**src/hw/rtl/bsa_pkg.sv**
```systemverilog
`default_nettype none

package bsa_pkg;

    // slots per map row, scanned one row a cycle
    localparam int CHUNK   = 16;
    localparam int CHUNK_W = 4;
    // slot position width, enough for any reachable slot and for the count
    localparam int POS_W   = 7;
    localparam int ROWN_W  = POS_W - CHUNK_W;

    localparam logic [POS_W-1:0] ACTIVE_RESET = 7'd64;

    typedef enum logic [2:0] {
        MODE_ALLOC      = 3'd0,
        MODE_FREE       = 3'd1,
        MODE_QUERY      = 3'd2,
        MODE_ITER_FIRST = 3'd3,
        MODE_ITER_NEXT  = 3'd4
    } mode_t;

    localparam logic [1:0] ST_OK    = 2'd0;
    localparam logic [1:0] ST_NONE  = 2'd1;
    localparam logic [1:0] ST_RANGE = 2'd2;

    typedef struct packed {
        logic [2:0] mode;
        logic [5:0] slot_index;
    } in_item_t;

    typedef struct packed {
        logic [1:0]  status;
        logic [5:0]  result_slot;
        logic [10:0] byte_offset;
        logic        is_allocated;
        logic        iter_done;
    } out_item_t;

    // request to the row scanner
    typedef struct packed {
        logic              find_free;
        logic [POS_W-1:0]  start_pos;
        logic [POS_W-1:0]  count;
        logic [ROWN_W-1:0] row_num;
        logic [CHUNK-1:0]  word;
    } scan_req_t;

    // scanner answer
    typedef struct packed {
        logic               hit;
        logic [CHUNK_W-1:0] hit_bit;
        logic               more;
    } scan_rsp_t;

endpackage

`default_nettype wire

```
**src/hw/rtl/bsa_ram.sv**
```systemverilog
`default_nettype none

module bsa_ram #(
    parameter int WIDTH = 16,
    parameter int DEPTH = 4
) (
    input  wire logic                                     clk,
    input  wire logic                                     we,
    input  wire logic [(DEPTH > 1 ? $clog2(DEPTH) : 1)-1:0] waddr,
    input  wire logic [WIDTH-1:0]                         wdata,
    input  wire logic                                     re,
    input  wire logic [(DEPTH > 1 ? $clog2(DEPTH) : 1)-1:0] raddr,
    output logic      [WIDTH-1:0]                         rdata
);

    logic [WIDTH-1:0] mem [DEPTH];

    always_ff @(posedge clk)
    begin
        if (we)
        begin
            mem[waddr] <= wdata;
        end
        if (re)
        begin
            rdata <= mem[raddr];
        end
    end

endmodule

`default_nettype wire

```
**src/hw/rtl/bsa_scan.sv**
```systemverilog
`default_nettype none

module bsa_scan
    import bsa_pkg::*;
(
    input  wire scan_req_t req,
    output scan_rsp_t      rsp
);

    logic [CHUNK-1:0]  cand;
    logic [POS_W-1:0]  pos;
    logic [POS_W:0]    next_base;

    // candidate bits: wanted polarity and inside [start, count)
    always_comb
    begin
        for (int j = 0; j < CHUNK; j++)
        begin
            pos     = {req.row_num, CHUNK_W'(j)};
            cand[j] = (req.find_free ? ~req.word[j] : req.word[j])
                      && (pos >= req.start_pos) && (pos < req.count);
        end
    end

    // lowest candidate wins
    always_comb
    begin
        rsp.hit     = |cand;
        rsp.hit_bit = '0;
        for (int j = CHUNK - 1; j >= 0; j--)
        begin
            if (cand[j])
            begin
                rsp.hit_bit = CHUNK_W'(j);
            end
        end
        next_base = {({1'b0, req.row_num} + 1'b1), {CHUNK_W{1'b0}}};
        rsp.more  = next_base < {1'b0, req.count};
    end

endmodule

`default_nettype wire

```
**src/hw/rtl/bitmap_slot_allocator_core.sv**
```systemverilog
`default_nettype none

// first-fit slot allocator over a bitmap held in a small row ram of 16 slots
// a row. start is taken when busy is low. allocate and iterate read one row
// per cycle through the single read port and test it in one shared row
// scanner, and the result strobe done comes in the first cycle with busy
// low. free and query visit one row. out-of-range free/query, iterate next
// with an exhausted cursor, allocate or iterate with no active slots, and
// unknown modes answer on done in the very next cycle without going busy.
// done is high for exactly one cycle and cannot be held off by the receiver,
// so result must be captured when done is seen. the map needs no clearing
// pass: each row has a valid bit cleared by reset, and a row not yet written
// reads as all free. the user must write active_slots through
// cfg_we/cfg_wdata only while the block is idle; the block itself does not
// enforce this.
module bitmap_slot_allocator_core
    import bsa_pkg::*;
#(
    parameter int SLOTS      = 64,
    parameter int SLOT_BYTES = 32
) (
    input  wire logic              clk,
    input  wire logic              rst_n,
    input  wire logic              start,
    input  wire in_item_t          in_item,
    output logic                   busy,
    output logic                   done,
    output out_item_t              result,
    input  wire logic              cfg_we,
    input  wire logic [POS_W-1:0]  cfg_wdata
);

    localparam int ROWS = (SLOTS + CHUNK - 1) / CHUNK;
    localparam int AW   = (ROWS > 1) ? $clog2(ROWS) : 1;
    // largest count the 7-bit register can reach on this map size
    localparam int CAP  = (SLOTS < 127) ? SLOTS : 127;

    typedef enum logic [1:0] {
        S_IDLE,
        S_RD,
        S_EVAL
    } state_t;

    state_t             state_reg,     state_next;
    logic               done_reg,      done_next;
    out_item_t          result_reg,    result_next;
    logic [POS_W-1:0]   cursor_reg,    cursor_next;
    logic [POS_W-1:0]   active_reg,    active_next;
    logic [ROWS-1:0]    row_valid_reg, row_valid_next;
    logic [2:0]         mode_reg,      mode_next;
    logic [5:0]         idx_reg,       idx_next;
    logic [POS_W-1:0]   start_reg,     start_next;
    logic [ROWN_W-1:0]  row_num_reg,   row_num_next;

    logic [POS_W-1:0]   count;
    logic [POS_W-1:0]   idx_pos;
    logic [POS_W-1:0]   next_pos;
    logic [POS_W-1:0]   hit_pos;
    logic [10:0]        hit_offset;
    logic [CHUNK-1:0]   word;
    logic [CHUNK-1:0]   rdata;
    logic [CHUNK-1:0]   bit_mask;
    logic [CHUNK-1:0]   hit_mask;
    logic [AW-1:0]      row_addr;
    logic               ram_we;
    logic [CHUNK-1:0]   ram_wdata;
    logic               ram_re;
    logic [AW-1:0]      ram_raddr;
    scan_req_t          sreq;
    scan_rsp_t          srsp;

    // slots actually managed: min(active_slots, SLOTS, 127)
    assign count    = (active_reg > POS_W'(CAP)) ? POS_W'(CAP) : active_reg;
    assign idx_pos  = {1'b0, in_item.slot_index};
    assign next_pos = cursor_reg + 1'b1;

    // row ram: one read port walks rows, one write port updates a row
    assign row_addr  = AW'(row_num_reg);
    assign ram_re    = (state_reg == S_RD) || (state_reg == S_EVAL);
    // in the scan cycle the next row is fetched ahead in case the scan goes on
    assign ram_raddr = (state_reg == S_RD) ? row_addr : AW'(row_num_reg + 1'b1);

    bsa_ram #(
        .WIDTH (CHUNK),
        .DEPTH (ROWS)
    ) u_map (
        .clk   (clk),
        .we    (ram_we),
        .waddr (row_addr),
        .wdata (ram_wdata),
        .re    (ram_re),
        .raddr (ram_raddr),
        .rdata (rdata)
    );

    // a row never written holds only free slots
    assign word = row_valid_reg[row_addr] ? rdata : '0;

    assign sreq.find_free = (mode_reg == MODE_ALLOC);
    assign sreq.start_pos = start_reg;
    assign sreq.count     = count;
    assign sreq.row_num   = row_num_reg;
    assign sreq.word      = word;

    bsa_scan u_scan (
        .req (sreq),
        .rsp (srsp)
    );

    assign bit_mask   = CHUNK'(1) << idx_reg[CHUNK_W-1:0];
    assign hit_mask   = CHUNK'(1) << srsp.hit_bit;
    assign hit_pos    = {row_num_reg, srsp.hit_bit};
    assign hit_offset = 11'(32'(hit_pos) * 32'(SLOT_BYTES));

    always_comb
    begin
        state_next     = state_reg;
        done_next      = 1'b0;
        result_next    = result_reg;
        cursor_next    = cursor_reg;
        active_next    = active_reg;
        row_valid_next = row_valid_reg;
        mode_next      = mode_reg;
        idx_next       = idx_reg;
        start_next     = start_reg;
        row_num_next   = row_num_reg;
        ram_we         = 1'b0;
        ram_wdata      = word;

        if (cfg_we)
        begin
            active_next = cfg_wdata;
        end

        case (state_reg)
            S_IDLE:
            begin
                if (start)
                begin
                    mode_next   = in_item.mode;
                    idx_next    = in_item.slot_index;
                    start_next  = '0;
                    result_next = '0;
                    case (in_item.mode)
                        MODE_ALLOC,
                        MODE_ITER_FIRST:
                        begin
                            row_num_next = '0;
                            if (count == '0)
                            begin
                                // nothing managed: full, or iteration over at once
                                result_next.status = ST_NONE;
                                if (in_item.mode == MODE_ITER_FIRST)
                                begin
                                    result_next.iter_done = 1'b1;
                                    cursor_next           = count;
                                end
                                done_next = 1'b1;
                            end
                            else
                            begin
                                state_next = S_RD;
                            end
                        end
                        MODE_FREE,
                        MODE_QUERY:
                        begin
                            row_num_next = idx_pos[POS_W-1:CHUNK_W];
                            if (idx_pos >= count)
                            begin
                                result_next.status = ST_RANGE;
                                done_next          = 1'b1;
                            end
                            else
                            begin
                                state_next = S_RD;
                            end
                        end
                        MODE_ITER_NEXT:
                        begin
                            start_next   = next_pos;
                            row_num_next = next_pos[POS_W-1:CHUNK_W];
                            // cursor parked or on the last slot: nothing left
                            if ((cursor_reg >= count) || (next_pos >= count))
                            begin
                                result_next.status    = ST_NONE;
                                result_next.iter_done = 1'b1;
                                cursor_next           = count;
                                done_next             = 1'b1;
                            end
                            else
                            begin
                                state_next = S_RD;
                            end
                        end
                        default:
                        begin
                            // unknown mode: all-zero result, no change
                            done_next = 1'b1;
                        end
                    endcase
                end
            end

            S_RD:
            begin
                state_next = S_EVAL;
            end

            S_EVAL:
            begin
                case (mode_reg)
                    MODE_FREE:
                    begin
                        ram_we                   = 1'b1;
                        ram_wdata                = word & ~bit_mask;
                        row_valid_next[row_addr] = 1'b1;
                        state_next               = S_IDLE;
                        done_next                = 1'b1;
                    end
                    MODE_QUERY:
                    begin
                        result_next.is_allocated = |(word & bit_mask);
                        state_next               = S_IDLE;
                        done_next                = 1'b1;
                    end
                    default:
                    begin
                        // allocate and both iterate modes share the row scan
                        if (srsp.hit)
                        begin
                            result_next.result_slot = hit_pos[5:0];
                            result_next.byte_offset = hit_offset;
                            if (mode_reg == MODE_ALLOC)
                            begin
                                ram_we                   = 1'b1;
                                ram_wdata                = word | hit_mask;
                                row_valid_next[row_addr] = 1'b1;
                            end
                            else
                            begin
                                cursor_next = hit_pos;
                            end
                            state_next = S_IDLE;
                            done_next  = 1'b1;
                        end
                        else if (srsp.more)
                        begin
                            // next row was fetched this cycle
                            row_num_next = row_num_reg + 1'b1;
                        end
                        else
                        begin
                            result_next.status = ST_NONE;
                            if (mode_reg != MODE_ALLOC)
                            begin
                                result_next.iter_done = 1'b1;
                                cursor_next           = count;
                            end
                            state_next = S_IDLE;
                            done_next  = 1'b1;
                        end
                    end
                endcase
            end

            default:
            begin
                state_next = S_IDLE;
            end
        endcase
    end

    always_ff @(posedge clk or negedge rst_n)
    begin
        if (!rst_n)
        begin
            state_reg     <= S_IDLE;
            done_reg      <= 1'b0;
            result_reg    <= '0;
            cursor_reg    <= '0;
            active_reg    <= ACTIVE_RESET;
            row_valid_reg <= '0;
            mode_reg      <= '0;
            idx_reg       <= '0;
            start_reg     <= '0;
            row_num_reg   <= '0;
        end
        else
        begin
            state_reg     <= state_next;
            done_reg      <= done_next;
            result_reg    <= result_next;
            cursor_reg    <= cursor_next;
            active_reg    <= active_next;
            row_valid_reg <= row_valid_next;
            mode_reg      <= mode_next;
            idx_reg       <= idx_next;
            start_reg     <= start_next;
            row_num_reg   <= row_num_next;
        end
    end

    assign busy   = (state_reg != S_IDLE);
    assign done   = done_reg;
    assign result = result_reg;

    // results only leave once the sequencer is back at rest
    a_done_not_busy: assert property (@(posedge clk) disable iff (!rst_n)
        busy |-> !done)
        else $error("result strobe while busy");

    // end of iteration always comes with the not-found status
    a_iter_done_status: assert property (@(posedge clk) disable iff (!rst_n)
        (done && result.iter_done) |-> (result.status == ST_NONE))
        else $error("iteration done without not-found status");

    // a query hit is never an error result
    a_query_ok: assert property (@(posedge clk) disable iff (!rst_n)
        (done && result.is_allocated) |-> (result.status == ST_OK))
        else $error("query answer on an error result");

    // a range error carries no slot
    a_range_zero: assert property (@(posedge clk) disable iff (!rst_n)
        (done && (result.status == ST_RANGE))
            |-> ((result.result_slot == '0) && (result.byte_offset == '0)))
        else $error("range error with slot data");

endmodule

`default_nettype wire
```
**config.mk**
```make
export PLATFORM = sky130hd
export DESIGN_NAME = bitmap_slot_allocator_core
export DESIGN_NICKNAME = d
export VERILOG_FILES = /design/src/hw/rtl/bsa_pkg.sv /design/src/hw/rtl/bsa_ram.sv /design/src/hw/rtl/bsa_scan.sv /design/src/hw/rtl/bitmap_slot_allocator_core.sv
export SDC_FILE = /design/constraint.sdc
export NUM_CORES = 1
export LEC_CHECK = 0
export BUFFER_PORTS_ARGS = -buffer_cell sky130_fd_sc_hd__buf_4
export CORE_MARGIN = 2
export CORE_UTILIZATION = 60
export DETAILED_ROUTE_END_ITERATION = 8
export PLACE_DENSITY = 0.78
export SETUP_SLACK_MARGIN = 0.2
export SLEW_MARGIN = 20
export SYNTH_ARGS = -nofsm -noshare
export SYNTH_HDL_FRONTEND = slang
export SYNTH_SLANG_ARGS = --single-unit
export TNS_END_PERCENT = 5
```
**constraint.sdc**
```tcl
create_clock -name clk -period 9.4 [get_ports clk]
set_input_delay 1.88 -clock clk [delete_from_list [all_inputs] [get_ports clk]]
set_output_delay 1.88 -clock clk [all_outputs]
set_load 0.01 [all_outputs]
```
==> results of run 1 <==
-- Yosys cell counts (16+ instances only) --
cell type	number	area, um2
nand3_1	21	105.1
nor2_1	36	135.1
mux4_2	18	405.4
a21oi_1	37	185.2
inv_1	30	112.6
mux2_2	16	180.2
nor2b_1	19	118.9
nand2_1	60	225.2
ha_1	41	513.0
dfrtp_1	47	1176
clkbuf_1	36	135.1
edfxtp_1	80	2402
o21ai_0	38	190.2
-- logic make-up (layout without fill, tap and decap cells) --
| group | Yosys count | after routing |
|---|---|---|
| simple gates | 222 | 222 |
| compound gates | 212 | 212 |
| flops | 128 | 128 |
| buf+inv | 85 | 103 |
| mux | 46 | 46 |
| fa+ha+maj | 41 | 41 |
| xor+xnor | 15 | 15 |
| other cells | 1 | 5 |
-- worst paths after layout --
path                                       start               end  slack [ns]  cells past startpoint
worst max register to register    row_num_reg[0]  u_map.mem[3][14]        4.37                     11
worst min register to register  row_valid_reg[3]  row_valid_reg[3]        0.46                      1
min in group asynchronous                  rst_n        result[15]        1.47                      1
max in group asynchronous                  rst_n      start_reg[2]        7.48                      1
worst min-delay path            row_valid_reg[3]  row_valid_reg[3]        0.46                      1
worst max-delay path              row_num_reg[0]  u_map.mem[3][14]        4.37                     11
-- cell type report --
type                            instances  area [um2]
Multi-Input combinational cell        541        4056
Fill cell                             954        4217
Clock inverter                         15       193.9
Clock buffer                           17       425.4
Tap cell                              176       220.2
Timing Repair Buffer                   41       307.8
Sequential cell                       128        3605
Inverter                               30       112.6
-- cells in the final DEF, fill, tap and decap left out, types with 5 or more instances in the layout --
cell | Yosys | routed
o21ai_0 | 38 | 38
nand4_1 | 5 | 5
a221oi_1 | 5 | 5
nand2b_1 | 8 | 8
edfxtp_1 | 80 | 80
o211ai_1 | 12 | 12
o21a_1 | 6 | 6
xnor2_1 | 13 | 12
a21o_1 | 15 | 15
nor2_1 | 36 | 36
o31ai_1 | 11 | 11
a211oi_1 | 9 | 9
clkbuf_16 | 0 | 17
mux2_2 | 16 | 16
a21oi_1 | 37 | 36
nand4b_1 | 5 | 5
nor2b_1 | 19 | 19
mux4_2 | 18 | 18
o22ai_1 | 5 | 5
buf_4 | 11 | 41
nor3_1 | 13 | 13
nand2_1 | 60 | 60
inv_1 | 30 | 30
o2111ai_1 | 6 | 6
nor4_1 | 5 | 5
ha_1 | 41 | 41
a211o_1 | 5 | 5
and3_1 | 13 | 13
mux2i_1 | 10 | 10
and2_1 | 10 | 10
nand3_1 | 21 | 21
a31oi_1 | 14 | 14
a22oi_1 | 5 | 5
dfrtp_1 | 47 | 47
conb_1 | 1 | 5
a31o_2 | 9 | 9
-- critical path: stages, from the launching register on --
cell,delay [ns]
dfrtp_1,0.66
inv_1,0.31
ha_1,0.37
nand3b_1,0.32
a211oi_1,0.51
or4_1,0.19
a21oi_1,0.05
and3b_1,0.36
nand4bb_1,0.58
or2_2,0.58
o21a_1,0.27
and2_1,0.44
-- metrics by stage --
| step | instances | area [um2] | setup WS [ns] |
|---|---|---|---|
| CTS | 948 | 8917 | 4.050 |
| global placement | 916 | 8298 | 4.391 |
| detailed placement | 916 | 8298 | 4.119 |
| finish | 948 | 8921 | 4.374 |
| global route | 948 | 8921 | 3.963 |
| floorplan | 754 | 8033 | 5.258 |
-- per-layer routing --
metal	GRT usage [%]	vias up	wire [um]
met5	0	-	0
met4	12.21	0	657
met3	7.700	61	2353
met2	49.50	441	10100
met1	45.75	3173	9075
li1	-	2887	-
==> impl_metrics.env, run 1 <==
export IMPL_outcome="finished clean"
export IMPL_die_y_um=119.6
export IMPL_crit_type="reg -> reg"
export IMPL_clock_sinks=128
export IMPL_synth_simple_area_share_pct=14.97
export IMPL_slew_viol_final=0
export IMPL_tritoncts="built"
export IMPL_gp_routability_congestion=0.9210
export IMPL_syn_area_um2=8018
export IMPL_arrival_ns=5.10
export IMPL_route_detailed_drc=0
export IMPL_synth_edf_count=80
export IMPL_hold_ws_ns=0.4584
export IMPL_nets=820
export IMPL_setup_viol=0
export IMPL_ys_warn_count=0
export IMPL_rsz0062_at_grt="no"
export IMPL_place_hpwl_um=15840
export IMPL_clk_latency_ns=0.43
export IMPL_die_w_um=119.6
export IMPL_cts_made_buffers=17
export IMPL_antenna_cells=0
export IMPL_synth_cell_type_count=73
export IMPL_ant_nets=0
export IMPL_ctsLongestPathBuffers=2
export IMPL_syn2layout_area_growth_pct=11.27
export IMPL_seq_area_frac_synth_pct=44.96
export IMPL_worst_pin_slew_ns=0.9691
export IMPL_dr_pass1_iters=8
export IMPL_num_vias=6562
export IMPL_core_area_um2=13140
export IMPL_vias_per_cell=6.922
export IMPL_drive_above_1_share_pct=16.97
export IMPL_cts_setup_buffers=0
export IMPL_min_period_ns=5.026
export IMPL_synth_compound_area_share_pct=18.29
export IMPL_synth_ff_type="edfxtp_1"
export IMPL_fin_crit_sh_pct=53.46
export IMPL_drtIter0Drc=955
export IMPL_ys_ff_latch=128
export IMPL_synthXorXnorAreaFrac_pct=1.639
export IMPL_die_area_um2=14300
export IMPL_setup_tns_ns=0
export IMPL_muxShareOfSynthArea_pct=8.926
export IMPL_synth_avg_cell_area_um2=10.69
export IMPL_initial_core_util_pct=61.03
export IMPL_hold_buffers=0
export IMPL_grtUsageTotal_pct=32.55
export IMPL_crit_path_end_kind="flop"
export IMPL_synth_top_family_by_area="compound AO/OA/AOI/OAI gates"
export IMPL_fmax_mhz=199.0
export IMPL_slew_headroom_pct=35.00
export IMPL_hold_class="reg -> reg"
export IMPL_grt_max_degree=49
export IMPL_largest_reg_flops=64
export IMPL_fp_row_count=42
export IMPL_gr_total_overflow=0
export IMPL_wl_per_cell_um=23.40
export IMPL_root_buffer="clkbuf_16"
export IMPL_crit_path_max_fanout=16
export IMPL_worst_endpoint_required_ns=9.47
export IMPL_routed_wl_um=22180
export IMPL_io_pins=43
export IMPL_numPortBuffers=37
export IMPL_cp_start_kind="flop"
export IMPL_async_reset_ff_share_pct=37.50
export IMPL_clk_pin_slew_ns=0.07
export IMPL_synthAdderAreaFrac_pct=6.398
export IMPL_grt_pass1_vias=6326
export IMPL_antenna_found_initial=0
export IMPL_hold_viol=0
export IMPL_synthesis_instances=750
export IMPL_fin_worst_skew_ns=0.009407
export IMPL_fin_util_pct=67.90
export IMPL_htree_levels=4
export IMPL_grt_pass1_wl_um=35430
export IMPL_maxCapViolCount=0
export IMPL_cts_resized=0
Power of run 1 is not shown: default switching activity piles up to over one toggle a cycle in this logic, so the estimate is an artifact.
==> run 2, diff against run 1 <==
==> constraint.sdc (replaced) <==
create_clock -name clk -period 5.25 [get_ports clk]
set_input_delay 1.05 -clock clk [delete_from_list [all_inputs] [get_ports clk]]
set_output_delay 1.05 -clock clk [all_outputs]
set_load 0.01 [all_outputs]
==> run 2 against run 1 <==
Sequential cell count did not move. Die area unchanged. Hold slack gained 0.0061 ns. Final area up 0.56%. Maximum frequency grew 11%. Via count is 0.53% lower. Non-clock buffer count up 7. Final cell count is 0.74% higher. Register-to-register slack worse by 3.7 ns. Critical path type unchanged. Highest routed layer unchanged.
==> impl_metrics.env, run 2 (synthesis results as in run 1) <==
export IMPL_outcome="finished clean"
export IMPL_drtIter0Drc=932
export IMPL_rsz0062_at_grt="no"
export IMPL_arrival_ns=4.70
export IMPL_wl_per_cell_um=23.59
export IMPL_die_y_um=119.6
export IMPL_core_area_um2=13140
export IMPL_cts_setup_buffers=0
export IMPL_syn2layout_area_growth_pct=11.89
export IMPL_grt_pass1_wl_um=35380
export IMPL_initial_core_util_pct=61.03
export IMPL_fin_util_pct=68.29
export IMPL_worst_path_largest_cell_delay_ns=0.65
export IMPL_clk_pin_slew_ns=0.07
export IMPL_antenna_cells=0
export IMPL_most_common_layout_cells="edfxtp_1, nand2_1, buf_4, dfrtp_1, ha_1"
export IMPL_die_area_um2=14300
export IMPL_crit_path_max_fanout=16
export IMPL_worst_endpoint_required_ns=5.42
export IMPL_grtUsageTotal_pct=32.70
export IMPL_ctsLongestPathBuffers=2
export IMPL_crit_path_end_kind="flop"
export IMPL_slew_viol_final=0
export IMPL_ff2ff_path_depth=14
export IMPL_root_buffer="clkbuf_16"
export IMPL_worstReg2RegEnd="u_map.mem[2][5]"
export IMPL_antenna_found_initial=0
export IMPL_cts_made_buffers=17
export IMPL_fin_crit_sh_pct=86.24
export IMPL_gr_total_overflow=0
export IMPL_r2r_slack_ns=0.72
export IMPL_htree_levels=4
export IMPL_grt_pass1_vias=6308
export IMPL_hold_class="reg -> reg"
export IMPL_r2r_start="active_reg[6]"
export IMPL_design_area_um2=8971
export IMPL_crit_type="reg -> reg"
export IMPL_fin_worst_skew_ns=0.01079
export IMPL_grt_max_degree=49
export IMPL_die_w_um=119.6
export IMPL_dr_pass1_iters=6
export IMPL_min_period_ns=4.527
export IMPL_min_from="row_valid_reg[3]"
export IMPL_cts_resized=0
export IMPL_nets=827
export IMPL_holdPathStages=1
export IMPL_setup_viol=0
export IMPL_place_area_um2=8351
export IMPL_clk_latency_ns=0.43
export IMPL_routed_wl_um=22530
export IMPL_drive_above_1_share_pct=17.59
export IMPL_numPortBuffers=37
export IMPL_num_vias=6527
export IMPL_place_hpwl_um=16070
export IMPL_path_cells="inv_1 > nand2_1 > ha_1 > nand3b_1 > a211oi_1 > nor4_1 > o21ai_0 > and3b_1 > nand4bb_1 > buf_4 > or2_2 > o21a_1 > and2_1 > buf_4"
export IMPL_ant_nets=0
export IMPL_maxCapViolCount=0
export IMPL_io_pins=43
export IMPL_cp_common_cell="buf_4"
export IMPL_fillers=928
export IMPL_fmax_mhz=220.9
export IMPL_route_detailed_drc=0
export IMPL_hold_viol=0
export IMPL_multi_input_area_um2=4053
export IMPL_worst_pin_slew_ns=0.9415
export IMPL_hold_buffers=0
export IMPL_fp_row_count=42
export IMPL_vias_per_cell=6.835
export IMPL_seqCellArea_um2=3605
export IMPL_slew_headroom_pct=36.85
export IMPL_whs_endpoint="row_valid_reg[3]"
export IMPL_tritoncts="built"
export IMPL_largest_reg_flops=64
export IMPL_gp_routability_congestion=0.9951
export IMPL_cp_slowest_cell="dfstp_2"
export IMPL_mostFrequentLayoutCell="edfxtp_1"
export IMPL_setup_tns_ns=0
export IMPL_clock_sinks=128
export IMPL_cp_start_kind="flop"
==> run 2: cell types whose count changed in the layout (fill, tap and decap cells not counted), sizes merged <==
cell,before,now
buf,41,48
bufinv,2,3
clkinvlp,2,1
==> run 2: metal layers <==
metal	routed length, um	up-vias	GRT usage (%)
met2	10360	419	49.96
li1	-	2893	-
met5	0	-	0
met1	9622	3170	46.68
met3	2079	45	7.652
met4	466	0	10.29
==> run 2: layout make-up <==
type | count | area share [%]
Clock buffer | 17 | 4.742
Clock inverter | 15 | 2.176
Inverter | 30 | 1.255
Multi-Input combinational cell | 541 | 45.17
Sequential cell | 128 | 40.18
Tap cell | 176 | 2.455
Timing Repair Buffer | 48 | 4.017
==> run 2: worst max-delay path: cells and delay by family, from the launching register on <==
family / cells / cell delay (ns)
adder cells (fa/ha/maj): 1 / 0.31
flip-flops: 1 / 0.65
AO/OA/AOI/OAI: 3 / 1.00
buffers and inverters: 3 / 0.59
AND/OR/NAND/NOR: 7 / 1.70
==> run 2: worst max path at each step <==
stage | startpoint | endpoint
after global routing | row_num_reg[0] | u_map.mem[2][3]
after detailed placement | active_reg[6] | u_map.mem[3][4]
after floorplan | active_reg[6] | u_map.mem[3][0]
final | active_reg[6] | u_map.mem[2][5]
after CTS | active_reg[6] | u_map.mem[2][3]
after global placement | active_reg[6] | u_map.mem[3][2]
==> run 2: per-stage QoR <==
step	instances	worst slack [ns]	hold slack [ns]
global placement	923	1.008	0.4423
finish	955	0.7225	0.4645
global route	955	0.5102	0.4741
floorplan	754	1.108	0.4226
detailed placement	923	0.8976	0.4443
CTS	955	0.8032	0.4580
Power of run 2 is left out for the same reason.
